===== config.mk =====
export PLATFORM = sky130hd
export DESIGN_NAME = bfiq_front
export DESIGN_NICKNAME = d
export VERILOG_FILES = /design/src/bfiq_pkg.sv /design/src/bfiq_front.sv
export SDC_FILE = /design/constraint.sdc
export NUM_CORES = 2
export LEC_CHECK = 0
export ABC_AREA = 1
export ABC_CLOCK_PERIOD_IN_PS = 15600
export BUFFER_PORTS_ARGS = -buffer_cell sky130_fd_sc_hd__buf_2
export CORE_MARGIN = 2
export CORE_UTILIZATION = 35
export CTS_CLUSTER_SIZE = 10
export DETAILED_ROUTE_END_ITERATION = 10
export SYNTH_ARGS = -nofsm -noshare
export SYNTH_HDL_FRONTEND = slang
export SYNTH_SLANG_ARGS = --single-unit

===== constraint.sdc =====
create_clock -name clk -period 15.6 [get_ports clk]
set_input_delay 1.56 -clock clk [delete_from_list [all_inputs] [get_ports clk]]
set_output_delay 1.56 -clock clk [all_outputs]
set_load 0.01 [all_outputs]

===== src/bfiq_pkg.sv =====
package bfiq_pkg;

  localparam int unsigned MAX_FILTER_BITS_DEF = 2097152;
  localparam int unsigned MAX_HASHES_DEF      = 32;

  localparam int unsigned NH_W  = 6;
  localparam int unsigned FB_W  = 22;
  localparam int unsigned KEY_W = 32;

  localparam logic [NH_W-1:0] HASH_CNT_RST    = 6'd7;
  localparam logic [FB_W-1:0] FILTER_BITS_RST = 22'd1168830;

  // Register indexes on the configuration port.
  localparam logic REG_HASH_CNT    = 1'b0;
  localparam logic REG_FILTER_BITS = 1'b1;

  localparam logic MODE_INSERT = 1'b0;
  localparam logic MODE_QUERY  = 1'b1;

  localparam logic [63:0] MM_C1 = 64'h87c37b91114253d5;
  localparam logic [63:0] MM_C2 = 64'h4cf5ad432745937f;
  localparam logic [63:0] FMIX1 = 64'hff51afd7ed558ccd;
  localparam logic [63:0] FMIX2 = 64'hc4ceb9fe1a85ec53;

  // Phases of the hash sequence, one 64-bit multiplication each.
  localparam logic [2:0] PH_K1_C1 = 3'd0;
  localparam logic [2:0] PH_K1_C2 = 3'd1;
  localparam logic [2:0] PH_H1_F1 = 3'd2;
  localparam logic [2:0] PH_H1_F2 = 3'd3;
  localparam logic [2:0] PH_H2_F1 = 3'd4;
  localparam logic [2:0] PH_H2_F2 = 3'd5;

  typedef struct packed {
    logic full;
    logic empty;
  } bfiq_qstat_t;

  function automatic logic [63:0] mul_const(input logic [2:0] ph);
    logic [63:0] c;
    begin
      case (ph)
        PH_K1_C1: c = MM_C1;
        PH_K1_C2: c = MM_C2;
        PH_H1_F1: c = FMIX1;
        PH_H1_F2: c = FMIX2;
        PH_H2_F1: c = FMIX1;
        PH_H2_F2: c = FMIX2;
        default:  c = 64'd0;
      endcase
      return c;
    end
  endfunction

endpackage


===== src/bfiq_front.sv =====
module bfiq_front #(
  parameter int unsigned MAX_FILTER_BITS = bfiq_pkg::MAX_FILTER_BITS_DEF,
  parameter int unsigned MAX_HASHES      = bfiq_pkg::MAX_HASHES_DEF,
  parameter int unsigned EW              = 8
) (
  input  logic                         clk,
  input  logic                         rst_n,
  input  logic                         start,
  input  logic                         mode,
  input  logic [bfiq_pkg::KEY_W-1:0]   key,
  input  logic [bfiq_pkg::NH_W-1:0]    hash_count,
  input  logic [bfiq_pkg::FB_W-1:0]    filter_bits,
  output logic                         busy,
  input  bfiq_pkg::bfiq_qstat_t        qstat,
  output logic                         push,
  output logic [EW-1:0]                push_data
);
  import bfiq_pkg::*;

  localparam int unsigned AW = $clog2(MAX_FILTER_BITS);
  localparam int unsigned KW = $clog2(MAX_HASHES + 1);

  typedef enum logic [3:0] {
    F_IDLE = 4'b0001,
    F_MUL  = 4'b0010,
    F_DIV  = 4'b0100,
    F_PUSH = 4'b1000
  } fstate_t;

  fstate_t       state_r, state_nxt;
  logic [2:0]    ph_r, ph_nxt;
  logic [1:0]    pp_r, pp_nxt;
  logic [4:0]    dv_r, dv_nxt;
  logic [63:0]   opa_r, opa_nxt, acc_r, acc_nxt;
  logic [63:0]   h1_r, h1_nxt, h2_r, h2_nxt;
  logic [63:0]   da_r, da_nxt, db_r, db_nxt;
  logic [AW-1:0] ra_r, ra_nxt, rb_r, rb_nxt, rc_r, rc_nxt;
  logic          mode_r, mode_nxt;
  logic [AW:0]   m_r, m_nxt;
  logic [KW-1:0] cnt_r, cnt_nxt;

  logic [63:0]   kc;
  logic [31:0]   ma, mb;
  logic [63:0]   prod, fin, k1x, h1p, h2p, h2f, h1n;
  logic [31:0]   fb32, nh32;
  logic [AW:0]   cinc, cfin;

  function automatic logic [AW-1:0] dstep(input logic [AW-1:0] r, input logic b,
                                          input logic [AW:0] m);
    logic [AW:0] t;
    begin
      t = {r, b};
      if (t >= m) t = t - m;
      return t[AW-1:0];
    end
  endfunction

  assign busy = (state_r != F_IDLE);
  assign kc   = mul_const(ph_r);

  always_comb begin
    case (pp_r)
      2'd0:    begin ma = opa_r[31:0];  mb = kc[31:0];  end
      2'd1:    begin ma = opa_r[31:0];  mb = kc[63:32]; end
      default: begin ma = opa_r[63:32]; mb = kc[31:0];  end
    endcase
  end
  assign prod = ma * mb;
  assign fin  = acc_r + {prod[31:0], 32'd0};

  assign fb32 = 32'(filter_bits);
  assign nh32 = 32'(hash_count);

  // The remainder of 2^64 is that of 2^64-1, plus one, wrapped.
  assign cinc = {1'b0, rc_r} + {{AW{1'b0}}, 1'b1};
  assign cfin = (cinc == m_r) ? '0 : cinc;

  assign push      = (state_r == F_PUSH) && !qstat.full;
  assign push_data = {mode_r, m_r, cnt_r, ra_r, rb_r, cfin[AW-1:0], h1_r, h2_r};

  always_comb begin
    state_nxt = state_r;
    ph_nxt = ph_r; pp_nxt = pp_r; dv_nxt = dv_r;
    opa_nxt = opa_r; acc_nxt = acc_r; h1_nxt = h1_r; h2_nxt = h2_r;
    da_nxt = da_r; db_nxt = db_r;
    ra_nxt = ra_r; rb_nxt = rb_r; rc_nxt = rc_r;
    mode_nxt = mode_r; m_nxt = m_r; cnt_nxt = cnt_r;
    k1x = fin ^ 64'd4;
    h1p = k1x + 64'd4;
    h2p = 64'd4 + h1p;
    h2f = fin ^ (fin >> 33);
    h1n = h1_r + h2f;
    case (state_r)
      F_IDLE: begin
        if (start) begin
          mode_nxt = mode;
          opa_nxt  = {32'd0, key};
          ph_nxt   = PH_K1_C1;
          pp_nxt   = 2'd0;
          if (fb32 == 32'd0) m_nxt = (AW+1)'(1);
          else if (fb32 > 32'(MAX_FILTER_BITS)) m_nxt = (AW+1)'(MAX_FILTER_BITS);
          else m_nxt = (AW+1)'(fb32);
          if (nh32 > 32'(MAX_HASHES)) cnt_nxt = KW'(MAX_HASHES);
          else cnt_nxt = KW'(nh32);
          state_nxt = F_MUL;
        end
      end
      F_MUL: begin
        case (pp_r)
          2'd0: begin acc_nxt = prod; pp_nxt = 2'd1; end
          2'd1: begin acc_nxt = fin;  pp_nxt = 2'd2; end
          default: begin
            pp_nxt = 2'd0;
            ph_nxt = ph_r + 3'd1;
            case (ph_r)
              PH_K1_C1: opa_nxt = {fin[32:0], fin[63:33]};
              PH_K1_C2: begin
                opa_nxt = h1p ^ (h1p >> 33);
                h2_nxt  = h2p;
              end
              PH_H1_F1: opa_nxt = fin ^ (fin >> 33);
              PH_H1_F2: begin
                h1_nxt  = fin ^ (fin >> 33);
                opa_nxt = h2_r ^ (h2_r >> 33);
              end
              PH_H2_F1: opa_nxt = fin ^ (fin >> 33);
              default: begin
                h1_nxt = h1n;
                h2_nxt = h2f + h1n;
                da_nxt = h1n;
                db_nxt = h2f + h1n;
                ra_nxt = '0; rb_nxt = '0; rc_nxt = '0;
                dv_nxt = '0;
                state_nxt = F_DIV;
              end
            endcase
          end
        endcase
      end
      F_DIV: begin
        // Two quotient bits a cycle for h1, h2 and 2^64-1 side by side.
        ra_nxt = dstep(dstep(ra_r, da_r[63], m_r), da_r[62], m_r);
        rb_nxt = dstep(dstep(rb_r, db_r[63], m_r), db_r[62], m_r);
        rc_nxt = dstep(dstep(rc_r, 1'b1, m_r), 1'b1, m_r);
        da_nxt = {da_r[61:0], 2'b00};
        db_nxt = {db_r[61:0], 2'b00};
        dv_nxt = dv_r + 5'd1;
        if (dv_r == 5'd31) state_nxt = F_PUSH;
      end
      F_PUSH: begin
        if (!qstat.full) state_nxt = F_IDLE;
      end
      default: state_nxt = F_IDLE;
    endcase
  end

  always_ff @(posedge clk) begin
    if (!rst_n) begin
      state_r <= F_IDLE;
    end else begin
      state_r <= state_nxt;
    end
  end

  always_ff @(posedge clk) begin
    ph_r <= ph_nxt; pp_r <= pp_nxt; dv_r <= dv_nxt;
    opa_r <= opa_nxt; acc_r <= acc_nxt; h1_r <= h1_nxt; h2_r <= h2_nxt;
    da_r <= da_nxt; db_r <= db_nxt;
    ra_r <= ra_nxt; rb_r <= rb_nxt; rc_r <= rc_nxt;
    mode_r <= mode_nxt; m_r <= m_nxt; cnt_r <= cnt_nxt;
  end

endmodule


==> metrics.txt <==
fill count 18304; ys flop type edfxtp_1; synthesized instance count 8255; Post-Layout Inst Area 69570 um2; most frequent CP cell nand2_1; die height 421.2 um; count of final max-slew check failures 0; reg2reg setup slack 0.71 ns; fin cells 11096; post-synth cell types 67; Slew headroom 26.88%; FFs w/ async S/R, synth 0%; Synth Net Count 9652; DRT antenna net count 0; status complete, no violations; number of global-route vias before repair 59047; Final period util 95.45%; Worst-Skew Late Latency 0.62 ns; #FFs+latches synth 270; Worst-Margin Slew 1.097 ns; Hold Vio Cnt, Final 0; number of H-tree levels 2; fin crit period 14.89 ns; Final nets 10135; CTS root buf clkbuf_16; GPL Wtd Cong 1.075; Clock Tree Buf Depth 3; Final WS setup 0.7096 ns; sequential element share of the synthesized area 13.25%; R2R cell count 73; dpl cells 11011; wire length per cell 25.96 um; Hold Crit Depth 2; DRC 0; worst setup path category register to register; Critical Path RT 15.95 ns; vias per inst 5.326; Core ar. 173400 um2; Yosys Warn Count 0; Finish-stage setup viols 0; Clock Skew 0.04696 ns; via count 59100; Worst path max stage delay 0.59 ns; DR iter-0 viols 6039; Hold Path Sink state_r[2]$_SDFFE_PN0P_; global-route usage over all layers 32.05%; clock slew seen by the registers of the worst setup and hold paths 0.06 ns; Final HPWL DP 240.9 mm; # rows 153; fraction of layout cells with a size suffix above 1 11.67%; CTS Sinks 270; Max Cap Viol 0; antenna violations before repair 22; WL final 288.1 mm; first-pass iteration count of the detailed router 6; hold path start state_r[2]$_SDFFE_PN0P_; Critical R2R Launch ph_r[0]$_SDFFCE_PN0P_; Die Width 421.2 um; largest net degree at the start of global routing 105; Post-Syn Area 60910 um2; Hold Path Class register to register; final hold slack 0.5104 ns; CP Capture Type register; port bufs 45; first-pass GRT wire length 412.5 mm; Post-CTS Hold Buffers 0; total CTS buffers 38; CTS tree done; initial core utilization 35.12%; Syn Area/Cell 7.378 um2; grt ovf 0; Critical Path Start Type register; die area 177400 um2; I/O pins 76; Critical R2R Capture h2_r[61]$_DFFE_PP_; Critical Path Slowest Stage Cell fa_1; CP max FO 10; crit path DAT 15.24 ns; number of synthesized flops with an enable pin 266; P&R area growth vs syn 14.22%; Placed Area 68140 um2; pre-CTS WS 0.3366 ns; max frequency 67.16 MHz
-- timing repair --
item	CTS	global route
resized for setup	0	31
buffers inserted	0	11
setup endpoints to repair	0	28
-- state kept, by name (all words and copies together), names as in the netlist --
signal / count
acc_r: 64
h1_r: 64
h2_r: 64
opa_r: 64
dv_r: 5
state_r: 4
ph_r: 3
pp_r: 2
-- stage by stage --
stage | utilization [%] | TNS, ns
floorplan | - | 0
global placement | 39.29 | 0
detailed placement | 39.29 | 0
CTS | 39.98 | 0
global route | 40.11 | -0.06423
finish | 40.11 | 0
-- routing by layer --
layer	wire, um	up-vias	share of wire (%)	track usage [%]
met5	45	-	0.016	0
met4	26280	6	9.1	23.60
met3	22080	701	7.7	4.167
met2	130700	2924	45	51.49
met1	109000	28916	38	39.53
li1	-	26553	-	-
-- Yosys cell counts, types with 5 or more instances --
| cell type | count | area share, % |
|---|---|---|
| nor3_1 | 49 | 0.40 |
| nand2_2 | 45 | 0.46 |
| o31ai_1 | 10 | 0.12 |
| nand3_1 | 267 | 2.2 |
| o2111ai_1 | 12 | 0.17 |
| clkbuf_1 | 217 | 1.3 |
| a31oi_1 | 93 | 0.96 |
| o211ai_1 | 25 | 0.31 |
| nand3_2 | 12 | 0.20 |
| nor2_1 | 871 | 5.4 |
| fa_1 | 899 | 30 |
| nor2_2 | 36 | 0.37 |
| edfxtp_1 | 266 | 13 |
| o21bai_1 | 14 | 0.17 |
| inv_1 | 1663 | 10 |
| o22ai_1 | 24 | 0.25 |
| o221ai_1 | 10 | 0.14 |
| a21oi_1 | 373 | 3.1 |
| buf_4 | 13 | 0.16 |
| a221oi_1 | 13 | 0.19 |
| clkinv_1 | 10 | 0.062 |
| ha_1 | 432 | 8.9 |
| inv_2 | 19 | 0.12 |
| o21ai_0 | 413 | 3.4 |
| xor2_1 | 137 | 2.0 |
| nand2_1 | 1963 | 12 |
| and2_1 | 6 | 0.062 |
| nand3b_1 | 10 | 0.12 |
| nor4_1 | 23 | 0.24 |
| buf_1 | 20 | 0.12 |
| o21a_1 | 17 | 0.21 |
| and3_1 | 6 | 0.062 |
| nor2_4 | 22 | 0.41 |
| nand4_1 | 52 | 0.53 |
| or2_2 | 31 | 0.32 |
| a21o_1 | 25 | 0.31 |
| xnor2_1 | 54 | 0.78 |
| a211oi_1 | 5 | 0.062 |
| a21boi_0 | 9 | 0.11 |
| o21ai_1 | 36 | 0.30 |
-- logic make-up after synthesis --
group / after synthesis / share of synthesized area (%)
XOR/XNOR: 198 / 2.933
buffers and inverters: 1947 / 12.11
AND/OR/NAND/NOR: 3410 / 23.23
multiplexers: 1 / 0.01849
adder cells (fa/ha/maj): 1331 / 38.42
flip-flops: 270 / 13.25
AO/OA/AOI/OAI: 1098 / 10.03
-- worst max-delay path, delay by kind of cell, from the launching register on --
| family | cells | cell delay, ns |
|---|---|---|
| adders and majority gates | 13 | 5.71 |
| and+or+nand+nor | 30 | 4.59 |
| buffers and inverters | 20 | 2.23 |
| AOI/OAI and AO/OA | 8 | 1.31 |
| DFF | 1 | 0.42 |
| xor gates and xnor gates | 2 | 0.34 |
-- how the worst max path moves through the flow --
stage	start	endpoint	slack [ns]	depth (start not counted)
global placement	ph_r[0]$_SDFFCE_PN0P_	h2_r[59]$_DFFE_PP_	0.45	70
global route	ph_r[1]$_SDFFCE_PN0P_	h2_r[59]$_DFFE_PP_	-0.03	74
finish	ph_r[0]$_SDFFCE_PN0P_	h2_r[61]$_DFFE_PP_	0.71	73
floorplan	ph_r[1]$_SDFFCE_PN0P_	h2_r[49]$_DFFE_PP_	3.04	66
detailed placement	ph_r[0]$_SDFFCE_PN0P_	h2_r[59]$_DFFE_PP_	0.34	70
CTS	ph_r[0]$_SDFFCE_PN0P_	h2_r[59]$_DFFE_PP_	0.25	70
-- cell usage in the layout, fill, tap and decap left out, types with 13 or more instances in the layout --
cell       synthesis  final
nor2_2            36     43
fa_1             899    899
xor2_1           137    137
nand2_1         1963   1958
nor4_1            23     23
o22ai_1           24     24
xnor2_1           54     54
nand4_1           52     52
inv_2             19     21
a21oi_1          373    368
nand2_2           45     49
o21ai_2            2     35
o21ai_1           36     13
buf_2              2     45
o21bai_1          14     14
nand3_2           12     13
inv_1           1663   1657
ha_1             432    430
nor3_1            49     47
nand3_1          267    266
a31oi_1           93     92
a21o_1            25     25
o21a_1            17     17
o21ai_0          413    400
o211ai_1          25     25
nor2_4            22     25
clkbuf_16          0     38
nor2_1           871    861
a221oi_1          13     13
buf_4             13    640
edfxtp_1         266    266
or2_2             31     31
-- area by class of cell --
cell class | count | area (um2) | share of cell area (%)
diodes | 4 | 10.01 | 0.01439
clock buffers | 51 | 1020 | 1.466
clock inverters | 18 | 181.4 | 0.2608
inverters | 1692 | 6377 | 9.167
multi-input cells | 6038 | 45760 | 65.78
flip-flops and latches | 270 | 8068 | 11.60
well taps | 2325 | 2909 | 4.182
repair buffers | 697 | 5238 | 7.529
repair inverters | 1 | 5.005 | 0.007194
Power is left out: the tool's default activity adds up to more than one toggle a clock period on the data nets, which glitch-free logic cannot reach.
