==> src/bfiq_pkg.sv <==
package bfiq_pkg;

  localparam int unsigned MAX_FILTER_BITS_DEF = 2097152;
  localparam int unsigned MAX_HASHES_DEF      = 32;

  localparam int unsigned NH_W  = 6;
  localparam int unsigned FB_W  = 22;
  localparam int unsigned KEY_W = 32;

  localparam logic [NH_W-1:0] HASH_CNT_RST    = 6'd7;
  localparam logic [FB_W-1:0] FILTER_BITS_RST = 22'd1168830;

  // Register indexes on the configuration port.
  localparam logic REG_HASH_CNT    = 1'b0;
  localparam logic REG_FILTER_BITS = 1'b1;

  localparam logic MODE_INSERT = 1'b0;
  localparam logic MODE_QUERY  = 1'b1;

  localparam logic [63:0] MM_C1 = 64'h87c37b91114253d5;
  localparam logic [63:0] MM_C2 = 64'h4cf5ad432745937f;
  localparam logic [63:0] FMIX1 = 64'hff51afd7ed558ccd;
  localparam logic [63:0] FMIX2 = 64'hc4ceb9fe1a85ec53;

  // Phases of the hash sequence, one 64-bit multiplication each.
  localparam logic [2:0] PH_K1_C1 = 3'd0;
  localparam logic [2:0] PH_K1_C2 = 3'd1;
  localparam logic [2:0] PH_H1_F1 = 3'd2;
  localparam logic [2:0] PH_H1_F2 = 3'd3;
  localparam logic [2:0] PH_H2_F1 = 3'd4;
  localparam logic [2:0] PH_H2_F2 = 3'd5;

  typedef struct packed {
    logic full;
    logic empty;
  } bfiq_qstat_t;

  function automatic logic [63:0] mul_const(input logic [2:0] ph);
    logic [63:0] c;
    begin
      case (ph)
        PH_K1_C1: c = MM_C1;
        PH_K1_C2: c = MM_C2;
        PH_H1_F1: c = FMIX1;
        PH_H1_F2: c = FMIX2;
        PH_H2_F1: c = FMIX1;
        PH_H2_F2: c = FMIX2;
        default:  c = 64'd0;
      endcase
      return c;
    end
  endfunction

endpackage

==> src/bfiq_queue.sv <==
module bfiq_queue #(
  parameter int unsigned EW = 8
) (
  input  logic                  clk,
  input  logic                  rst_n,
  input  logic                  push,
  input  logic [EW-1:0]         push_data,
  input  logic                  pop,
  output logic [EW-1:0]         pop_data,
  output bfiq_pkg::bfiq_qstat_t qstat
);
  import bfiq_pkg::*;

  logic [EW-1:0] ent_r [2];
  logic          wp_r, wp_nxt, rp_r, rp_nxt;
  logic [1:0]    cnt_r, cnt_nxt;

  assign qstat.full  = (cnt_r == 2'd2);
  assign qstat.empty = (cnt_r == 2'd0);
  assign pop_data    = ent_r[rp_r];

  always_comb begin
    wp_nxt  = push ? ~wp_r : wp_r;
    rp_nxt  = pop ? ~rp_r : rp_r;
    cnt_nxt = cnt_r + {1'b0, push} - {1'b0, pop};
  end

  always_ff @(posedge clk) begin
    if (!rst_n) begin
      wp_r  <= 1'b0;
      rp_r  <= 1'b0;
      cnt_r <= 2'd0;
    end else begin
      wp_r  <= wp_nxt;
      rp_r  <= rp_nxt;
      cnt_r <= cnt_nxt;
    end
  end

  always_ff @(posedge clk) begin
    if (push) ent_r[wp_r] <= push_data;
  end

endmodule

==> config.mk <==
export PLATFORM = sky130hd
export DESIGN_NAME = bfiq_queue
export DESIGN_NICKNAME = d
export VERILOG_FILES = /design/src/bfiq_pkg.sv /design/src/bfiq_queue.sv
export SDC_FILE = /design/constraint.sdc
export NUM_CORES = 1
export LEC_CHECK = 0
export ABC_CLOCK_PERIOD_IN_PS = 1320
export CAP_MARGIN = 20
export CORE_MARGIN = 3
export CORE_UTILIZATION = 58
export DETAILED_ROUTE_END_ITERATION = 12
export DONT_BUFFER_PORTS = 1
export PLACE_DENSITY = 0.72
export SYNTH_ARGS = -nofsm -noshare
export SYNTH_HDL_FRONTEND = slang
export SYNTH_SLANG_ARGS = --single-unit
==> constraint.sdc <==
create_clock -name clk -period 1.32 [get_ports clk]
set_input_delay 0.198 -clock clk [delete_from_list [all_inputs] [get_ports clk]]
set_output_delay 0.198 -clock clk [all_outputs]
set_load 0.03 [all_outputs]
==> results of run 1 <==
## sequential cells by signal, indices dropped and copies added (netlist names), named ones only
signal  cells
rp_r        1
cnt_r       2
wp_r        1
ent_r      16
## cells by family after synthesis
group	after synthesis	synth area share, %
DFF	21	72.5
and+or+nand+nor	9	6.72
muxes	8	11.3
buffers and inverters	3	1.56
xor gates and xnor gates	2	3.91
adders and majority gates	2	3.12
AOI/OAI and AO/OA	1	0.938
## power by group
| part | total [mW] | switching, mW | internal (mW) |
|---|---|---|---|
| combinational | 0.311 | 0.163 | 0.148 |
| clock | 0.310 | 0.192 | 0.118 |
| sequential | 0.801 | 0.0385 | 0.763 |
| total | 1.42 | 0.394 | 1.03 |
## cell usage after synthesis
cell      instances
ha_1              2
mux2_2            8
inv_1             2
buf_2             1
o21a_1            1
nor2_1            1
dfxtp_1           5
xor2_1            1
and2_1            4
xnor3_1           1
edfxtp_1         16
nor2b_1           4
## stage by stage
| step | std cells | area, µm² | worst slack, ps |
|---|---|---|---|
| floorplan | 46 | 801 | 169 |
| global placement | 63 | 843 | 151 |
| detailed placement | 63 | 843 | -8.81 |
| CTS | 75 | 955 | -36.4 |
| global route | 76 | 1010 | -56.5 |
| finish | 76 | 1010 | -17.3 |
## worst min path at each step
stage | end | slack (ps) | cells past startpoint
final | cnt_r[1] | 30 | 1
after global routing | flip-flop | 10 | 1
after CTS | rp_r | 10 | 1
after detailed placement | ent_r[0][4] | 300 | 0
after global placement | ent_r[0][6] | 300 | 0
after floorplan | ent_r[0][0] | 300 | 0
## routing by layer
layer,wire (µm),global-route usage [%]
met1,616,15.3
met2,864,26.8
met3,82,5.08
met4,25,7.23
met5,0,0
## cells in the final DEF, fill, tap and decap left out, types with 3 or more instances in the layout
cell type	n
dfxtp_1	3
mux2_4	8
nor2b_1	4
dlygate4sd3_1	9
edfxtp_1	16
clkbuf_4	3
and2_1	4
buf_4	4
## layout make-up
cell class              instances  area [µm²]
clock buffers                   4        26.3
inverters                       2        7.51
repair buffers                 13         120
well taps                      14        17.5
multi-input cells              22         253
flip-flops and latches         21         586
fillers                        63         191
## worst reg2reg max path, stage by stage (launching register included)
cell and delay (ps):
dfxtp_2 360, inv_1 70, ha_4 210, inv_2 50, ha_2 170, xnor3_1 220
nor2b_1 120
## what timing repair did
action | in CTS | in global routing
endpoints found under the hold margin | 16 | 2
gates resized for setup | 3 | 11
hold buffers | 8 | 1
setup endpoints to repair | 9 | 9
==> summary.md, run 1 <==
| Metric | Value |
|---|---|
| Final hold vios | `0` |
| Power per Cell Area | `approximately 1400 mW/mm²` |
| Total grt overflow | `0` |
| Slowest-stage cell, CP | `dfxtp_4` |
| H-tree levels | `1` |
| Delay of the slowest cell on the worst path | `around 460 ps` |
| Post-route setup slack | `-17.3 ps` |
| Pin count of the biggest net entering global routing | `12` |
| F_max | `between 0.7 and 0.8 GHz` |
| Fin Setup TNS | `-79.0 ps` |
| Critical path startpoint category | `flip-flop` |
| Worst hold slack | `around 29 ps` |
| Hold_sp | `rst_n` |
| Core Footprint | `roughly 0.0012 mm²` |
| Final max-slew violation count | `0` |
| Post-Syn Area | `801 µm²` |
| Final min period | `around 1300 ps` |
| Die height | `43.2 µm` |
| Tcrit/Tclk final | `101%` |
| Area grow syn2layout | `26.1%` |
| Crit path capture | `pop_data[2]` |
| ANT cells | `0` |
| Cts bufs inserted | `3` |
| CP Capture Type | `output pin` |
| Leak pwr | `0.388 nW` |
| Gate Count Post-Synth | `between 40 and 50` |
| Clock sink count | `21` |
| CP cell instances | `mux2_4` |
| Vias in the first global route | `439` |
| IO Pins | `22` |
| Routed via count | `between 400 and 500` |
| Final HPWL DP | `about 850 µm` |
| Final Wtd Congestion | `between 0.5 and 0.6` |
| Clock buffer depth | `2` |
| Starting Density | `approximately 67%` |
| Global-route wire length before repair | `1930 µm` |
| Worst Skew | `around 0.84 ps` |
| CTS root buffer | `clkbuf_4` |
| Synth top area share | `about three fifths` |
| Total wire length | `1590 µm` |
| Unrepaired setup endpoints after global routing | `yes` |
| Buf/Inv on CP | `0` |
| Worst Path Required | `~1100 ps` |
| Avg Vias per Cell | `5.76` |
| Rows | `12` |
| Worst r2r dst | `cnt_r[1]` |
| R2R Path Start | `cnt_r[0]` |
| First-pass detailed-route iteration total | `2` |
| Final ANT Viol Nets | `0` |
| Violated checks | `negative setup slack` |
| Pwr Total | `1.42 mW` |
| Clk slew on worst S/H paths | `about 110 ps` |
| Seq/Total Area, Yosys | `72.5%` |
| Outcome | `finished, violations left` |
| Ranking of synthesized cells by area | `edfxtp_1 60%, dfxtp_1 13%, mux2_2 11%, and2_1 3.1%, ha_1 3.1%` |
| Share of cells above drive strength 1 | `between 30% and 40%` |
| Initial antenna violation count | `0` |
| Final core utilization | `84.1%` |
| Crit Path Class | `flip-flop to output pin` |
| Post-CTS Setup Bufs | `0` |
| Setup Viol. Count Final | `8` |
| Reg2reg path depth | `6` |
| Worst-Skew Late Latency | `roughly 300 ps` |
| Die Area | `between 0.0015 and 0.002 mm²` |
| Synth cell types | `12` |
| # port buffers | `0` |
| Max-cap viol count | `0` |
| Drt first-iter violations | `13` |
| CTS tree | `done` |
| Slew @ Worst Pin | `366 ps` |
| Rel. slew slack | `75.6%` |
| Mean Syn Cell Area | `between 15 and 20 µm²` |
| Syn nets | `60` |
| HP Class | `input port to flip-flop` |
| Post-layout nets | `between 70 and 80` |
| GRT Total Usage | `about 15%` |
| Reg2Reg Setup Slack | `~70 ps` |
| Die W | `between 40 and 50 µm` |
| Yosys warning count | `0` |
| Crit path depth | `1` |
| CP arrival | `approximately 1100 ps` |
| Worst path top cell family by delay | `flip-flops` |
| Peak supply drop | `approximately 0.98 mV` |
| Routed len/inst | `around 21 µm` |
| # DRC | `0` |
| Synth area leader | `edfxtp_1` |
| CP max FO | `8` |
| Synth Register Bits | `21` |
No activity file was read; power rests on OpenSTA's default activity.
==> inputs of run 2 (changes only) <==
ABC_CLOCK_PERIOD_IN_PS = 1300   (was 1320)
CORE_MARGIN = default   (was 3)
clock period = 1.3 ns   (was 1.32 ns; I/O delays follow)
==> summary.md, run 2 (synthesis results as in run 1) <==
| Metric | Value |
|---|---|
| Outcome | `finished, violations left` |
| Violated checks | `negative setup slack` |
| Final core utilization | `77.9% (-6.2 points)` |
| Fin Setup TNS | `-1.25 ps (+77.7 ps)` |
| Clk network pwr share | `20.8% (-1.0 points)` |
| First-pass detailed-route iteration total | `3 (+1)` |
| Met2 usage | `31.7% (+4.8 points)` |
| Vias in the first global route | `389 (-11%)` |
| Buf/Inv on CP | `0 (unchanged)` |
| Clock sink count | `21 (unchanged)` |
| Setup Viol. Count Final | `1 (-7)` |
| GR Layer Usage met3 | `5.20% (+0.12 points)` |
| Peak supply drop | `0.948 mV (-2.9%)` |
| Net Sw Frac | `26.1% (-1.6 points)` |
| Sequential cell area | `586 µm² (unchanged)` |
| IO Pins | `22 (unchanged)` |
| Inst Count DP | `64 (+1.6%)` |
| Final hold vios | `0 (unchanged)` |
| Post-layout nets | `76 (-1.3%)` |
| Internal power | `1.04 mW (+0.89%)` |
| Final max-slew violation count | `0 (unchanged)` |
| Worst path top cell family by delay | `flip-flops` |
| CP arrival | `1110 ps (-30 ps)` |
| Die height | `39.2 µm (-9.3%)` |
| Final Wtd Congestion | `0.620 (+5.4%)` |
| GRT busiest layer | `met2` |
| Leak pwr | `0.385 nW (-0.89%)` |
| Reg2Reg Setup Slack | `70 ps (about the same)` |
| CTS tree | `done` |
| GRT Total Usage | `17.1% (+2.0 points)` |
| Power per Cell Area | `1400 mW/mm² (-0.39%)` |
| Post-route setup slack | `-1.25 ps (+16.1 ps)` |
| Sequential share of power | `57.7% (+1.4 points)` |
| Worst-Skew Late Latency | `290 ps (about the same)` |
| Avg Vias per Cell | `5.36 (-7.1%)` |
| Commonest non-fill, non-tap cells in the layout | `16 x edfxtp_1, 8 x mux2_4, 8 x dlygate4sd3_1` |
| Area of the multi-input gates | `253 µm² (unchanged)` |
| # DRC | `0 (unchanged)` |
| Global-route wire length before repair | `1610 µm (-16%)` |
| Placement Cell Area | `845 µm² (+0.15%)` |
| Clk slew on worst S/H paths | `110 ps (about the same)` |
| Crit Path Class | `flip-flop to output pin` |
| Critical path startpoint category | `flip-flop` |
| Routed via count | `407 (-7.1%)` |
| Worst hold slack | `21.1 ps (-7.95 ps)` |
| Delay of the slowest cell on the worst path | `450 ps (about the same)` |
| Area grow syn2layout | `25.0%` |
| Drt first-iter violations | `9 (-4)` |
| Total wire length | `1190 µm (-25%)` |
| Most common cell after layout, fill and taps aside | `edfxtp_1` |
| Top reg by flops | `ent_r` |
| Hold_sp | `rst_n` |
| # port buffers | `0 (unchanged)` |
| Slowest-stage cell, CP | `dfxtp_4` |
| Max-cap viol count | `0 (unchanged)` |
| Initial antenna violation count | `0 (unchanged)` |
| F_max | `a little under 0.8 GHz` |
| Global routing usage on met1 | `18.2% (+2.9 points)` |
| Pin count of the biggest net entering global routing | `12 (unchanged)` |
| Cell area after layout | `0.00100 mm² (-0.87%)` |
| # fillers | `73 (+16%)` |
| HP Class | `input port to flip-flop` |
| R2R Path Start | `cnt_r[0]` |
| Total grt overflow | `0 (unchanged)` |
| Rel. slew slack | `75.3% (-0.30 points)` |
| CP max FO | `8 (unchanged)` |
| Clock buffer depth | `2 (unchanged)` |
| Slew @ Worst Pin | `370 ps (+4.50 ps)` |
| Worst Path Required | `1110 ps (about the same)` |
| Unrepaired setup endpoints after global routing | `yes` |
| Core Footprint | `0.00128 mm² (+7.0%)` |
| Switching power | `0.367 mW (-6.8%)` |
| Tcrit/Tclk final | `100%` |
| CP cell instances | `mux2_4` |
| Routed len/inst | `15.6 µm (-25%)` |
| Final HPWL DP | `808 µm (-5.3%)` |
| Cts bufs inserted | `3 (unchanged)` |
| Die W | `39.2 µm (-9.3%)` |
| Starting Density | `62.3% (-4.3 points)` |
| Max reg flops | `16 (unchanged)` |
| Worst Skew | `4.73 ps (+3.89 ps)` |
| Comb pwr share | `21.5% (-0.4 points)` |
| Non-filler cells, final | `76 (unchanged)` |
| Largest regs | `ent_r x16, cnt_r x2` |
| Post-CTS Setup Bufs | `0 (unchanged)` |
| ANT cells | `0 (unchanged)` |
| Final ANT Viol Nets | `0 (unchanged)` |
| Rows | `13 (+1)` |
| Share of cells above drive strength 1 | `32.8% (+0.53 points)` |
| Die Area | `0.00153 mm² (-18%)` |
| CP Capture Type | `output pin` |
| Final min period | `1300 ps` |
| CTS root buffer | `clkbuf_4` |
| H-tree levels | `1 (unchanged)` |
[run 2: changes by cell type in the layout (fill, tap and decap cells not counted)]
cell,before,now
dlygate4sd3_1,9,8
[run 2: path summary, 6_finish.rpt]
check | endpoint | cells past startpoint
worst min register to register | rp_r | 2
worst max-delay path | pop_data[5] | 1
worst min-delay path | wp_r | 1
worst max register to register | cnt_r[1] | 6
[run 2: cell type report]
cell class / count / area share [%]
clock buffer: 4 / 2.63
tap: 15 / 1.88
multi-input combinational: 22 / 25.2
timing repair buffer: 12 / 11.0
sequential: 21 / 58.5
inverter: 2 / 0.750
[run 2: power groups by stage]
| stage | registers [mW] | logic (mW) | clock network, mW |
|---|---|---|---|
| after floorplan | 0.803 | 0.210 | 0 |
| after global placement | 0.813 | 0.244 | 0 |
| after detailed placement | 0.819 | 0.253 | 0 |
| after CTS | 0.803 | 0.277 | 0.293 |
| after global routing | 0.814 | 0.321 | 0.324 |
| final | 0.810 | 0.302 | 0.292 |
[run 2: repair_timing]
action / CTS / global route
endpoints found under the setup margin: 8 / 9
hold endpoints to repair: 16 / 0
pin swaps: 0 / 2
gates resized for setup: 2 / 12
hold buffers: 8 / 0
[run 2: metal layers]
| metal | vias to the layer above | share of wire [%] |
|---|---|---|
| li1 | 193 | - |
| met1 | 200 | 34 |
| met2 | 14 | 61 |
| met3 | 0 | 4.5 |
| met4 | 0 | 0 |
| met5 | - | 0 |
[run 2: stage by stage]
step / total power [mW] / setup slack, ps
after detailed placement: 1.07 / 52.0
after global routing: 1.46 / -44.1
after global placement: 1.06 / 128
after CTS: 1.37 / -41.1
final: 1.40 / -1.25
after floorplan: 1.01 / 149
==> inputs of run 3 (changes only) <==
SKIP_CTS_REPAIR_TIMING = 1   (was default)
==> summary.md, run 3 (synthesis results as in run 1) <==
| Metric | Value |
|---|---|
| Max-cap viol count | `0 (unchanged)` |
| CP cell instances | `mux2_4` |
| Die height | `39.2 µm (unchanged)` |
| # fillers | `75 (+2.7%)` |
| Share of cells above drive strength 1 | `32.8% (unchanged)` |
| Power per Cell Area | `1400 mW/mm² (-0.16%)` |
| Total grt overflow | `0 (unchanged)` |
| HP Class | `input port to flip-flop` |
| CP max FO | `8 (unchanged)` |
| Final min period | `1300 ps (-1.56 ps)` |
| Slowest-stage cell, CP | `dfxtp_4` |
| Commonest non-fill, non-tap cells in the layout | `16 x edfxtp_1, 8 x mux2_4, 8 x dlygate4sd3_1` |
| Final hold vios | `0 (unchanged)` |
| Buf/Inv on CP | `0 (unchanged)` |
| CP Capture Type | `output pin` |
| Worst Skew | `4.72 ps (-0.00711 ps)` |
| Cts bufs inserted | `3 (unchanged)` |
| CP arrival | `1100 ps (about the same)` |
| Avg Vias per Cell | `5.34 (-0.25%)` |
| ANT cells | `0 (unchanged)` |
| Worst path top cell family by delay | `flip-flops` |
| Clock buffer depth | `2 (unchanged)` |
| Most common cell after layout, fill and taps aside | `edfxtp_1` |
| Die W | `39.2 µm (unchanged)` |
| Final HPWL DP | `808 µm (unchanged)` |
| Total wire length | `1240 µm (+4.0%)` |
| Global-route wire length before repair | `1460 µm (-9.9%)` |
| Core Footprint | `0.00128 mm² (unchanged)` |
| Tcrit/Tclk final | `100% (-0.12 points)` |
| Largest regs | `ent_r x16, cnt_r x2` |
| Worst hold slack | `26.8 ps (+5.74 ps)` |
| Clk slew on worst S/H paths | `100 ps (about the same)` |
| CTS root buffer | `clkbuf_4` |
| Final max-slew violation count | `0 (unchanged)` |
| CTS tree | `done` |
| Die Area | `0.00153 mm² (unchanged)` |
| GRT Total Usage | `15.5% (-1.6 points)` |
| Drt first-iter violations | `3 (-6)` |
| Rows | `13 (unchanged)` |
| # port buffers | `0 (unchanged)` |
| Starting Density | `62.3% (unchanged)` |
| F_max | `0.769 GHz (+0.12%)` |
| Crit Path Class | `flip-flop to output pin` |
| IO Pins | `22 (unchanged)` |
| Non-filler cells, final | `76 (unchanged)` |
| Worst Path Required | `1110 ps (about the same)` |
| Delay of the slowest cell on the worst path | `450 ps (about the same)` |
| Critical path startpoint category | `flip-flop` |
| Area grow syn2layout | `25.0% (unchanged)` |
| Outcome | `complete, no violations` |
| Top reg by flops | `ent_r` |
| Setup Viol. Count Final | `0 (-1)` |
| First-pass detailed-route iteration total | `3 (unchanged)` |
| Clock sink count | `21 (unchanged)` |
| Rel. slew slack | `74.5% (-0.82 points)` |
| Peak supply drop | `0.946 mV (-0.23%)` |
| Leak pwr | `0.385 nW (unchanged)` |
| Vias in the first global route | `361 (-7.2%)` |
| Final ANT Viol Nets | `0 (unchanged)` |
| Routed via count | `406 (-0.25%)` |
| Reg2Reg Setup Slack | `70 ps (about the same)` |
| Post-layout nets | `76 (unchanged)` |
| Inst Count DP | `64 (unchanged)` |
| Pin count of the biggest net entering global routing | `12 (unchanged)` |
| Unrepaired setup endpoints after global routing | `yes` |
| Initial antenna violation count | `0 (unchanged)` |
| H-tree levels | `1 (unchanged)` |
| Worst-Skew Late Latency | `290 ps (about the same)` |
| Routed len/inst | `16.3 µm (+4.0%)` |
| Final core utilization | `77.9% (unchanged)` |
| # DRC | `0 (unchanged)` |
| Max reg flops | `16 (unchanged)` |
| Slew @ Worst Pin | `382 ps (+12.2 ps)` |
| Final Wtd Congestion | `0.620 (unchanged)` |
-- run 3: cell counts in the layout (fill, tap and decap cells not counted) --
Identical to the previous run, type by type.
-- run 3: path summary, 6_finish.rpt --
| path | start | to | cells past startpoint |
|---|---|---|---|
| max reg2reg | cnt_r[0] | cnt_r[1] | 6 |
| max | flip-flop | pop_data[5] | 1 |
| min reg2reg | rp_r | rp_r | 2 |
| min | rst_n | wp_r | 1 |
-- run 3: per-layer routing --
| metal | part of all wire [%] | global-route usage, % | vias to the layer above |
|---|---|---|---|
| li1 | - | - | 193 |
| met4 | 0 | 5.17 | 0 |
| met2 | 61 | 27.5 | 14 |
| met1 | 35 | 16.7 | 199 |
| met5 | 0 | 0 | - |
| met3 | 4.7 | 5.78 | 0 |
-- run 3: through the flow --
step	setup WS, ps	total power [mW]	area (µm²)	setup TNS [ps]
after global placement	128	1.06	845	0
final	0.310	1.40	1000	0
after floorplan	149	1.01	801	0
after CTS	-205	1.35	871	-1610
after global routing	-44.3	1.46	1000	-328
after detailed placement	52.0	1.07	845	0
-- run 3: area by class of cell --
type                            count  area (µm²)  share of cell area [%]
Sequential cell                    21         586                    58.5
Timing Repair Buffer               12         110                    11.0
Tap cell                           15        18.8                    1.88
Multi-Input combinational cell     22         253                    25.2
Inverter                            2        7.51                   0.750
Clock buffer                        4        26.3                    2.63
-- run 3: report_power, final --
part	internal, mW	leakage (nW)	total [mW]	switching [mW]
Combinational	0.144	0.177	0.302	0.158
Clock	0.119	0.0150	0.289	0.170
Sequential	0.774	0.193	0.811	0.0365
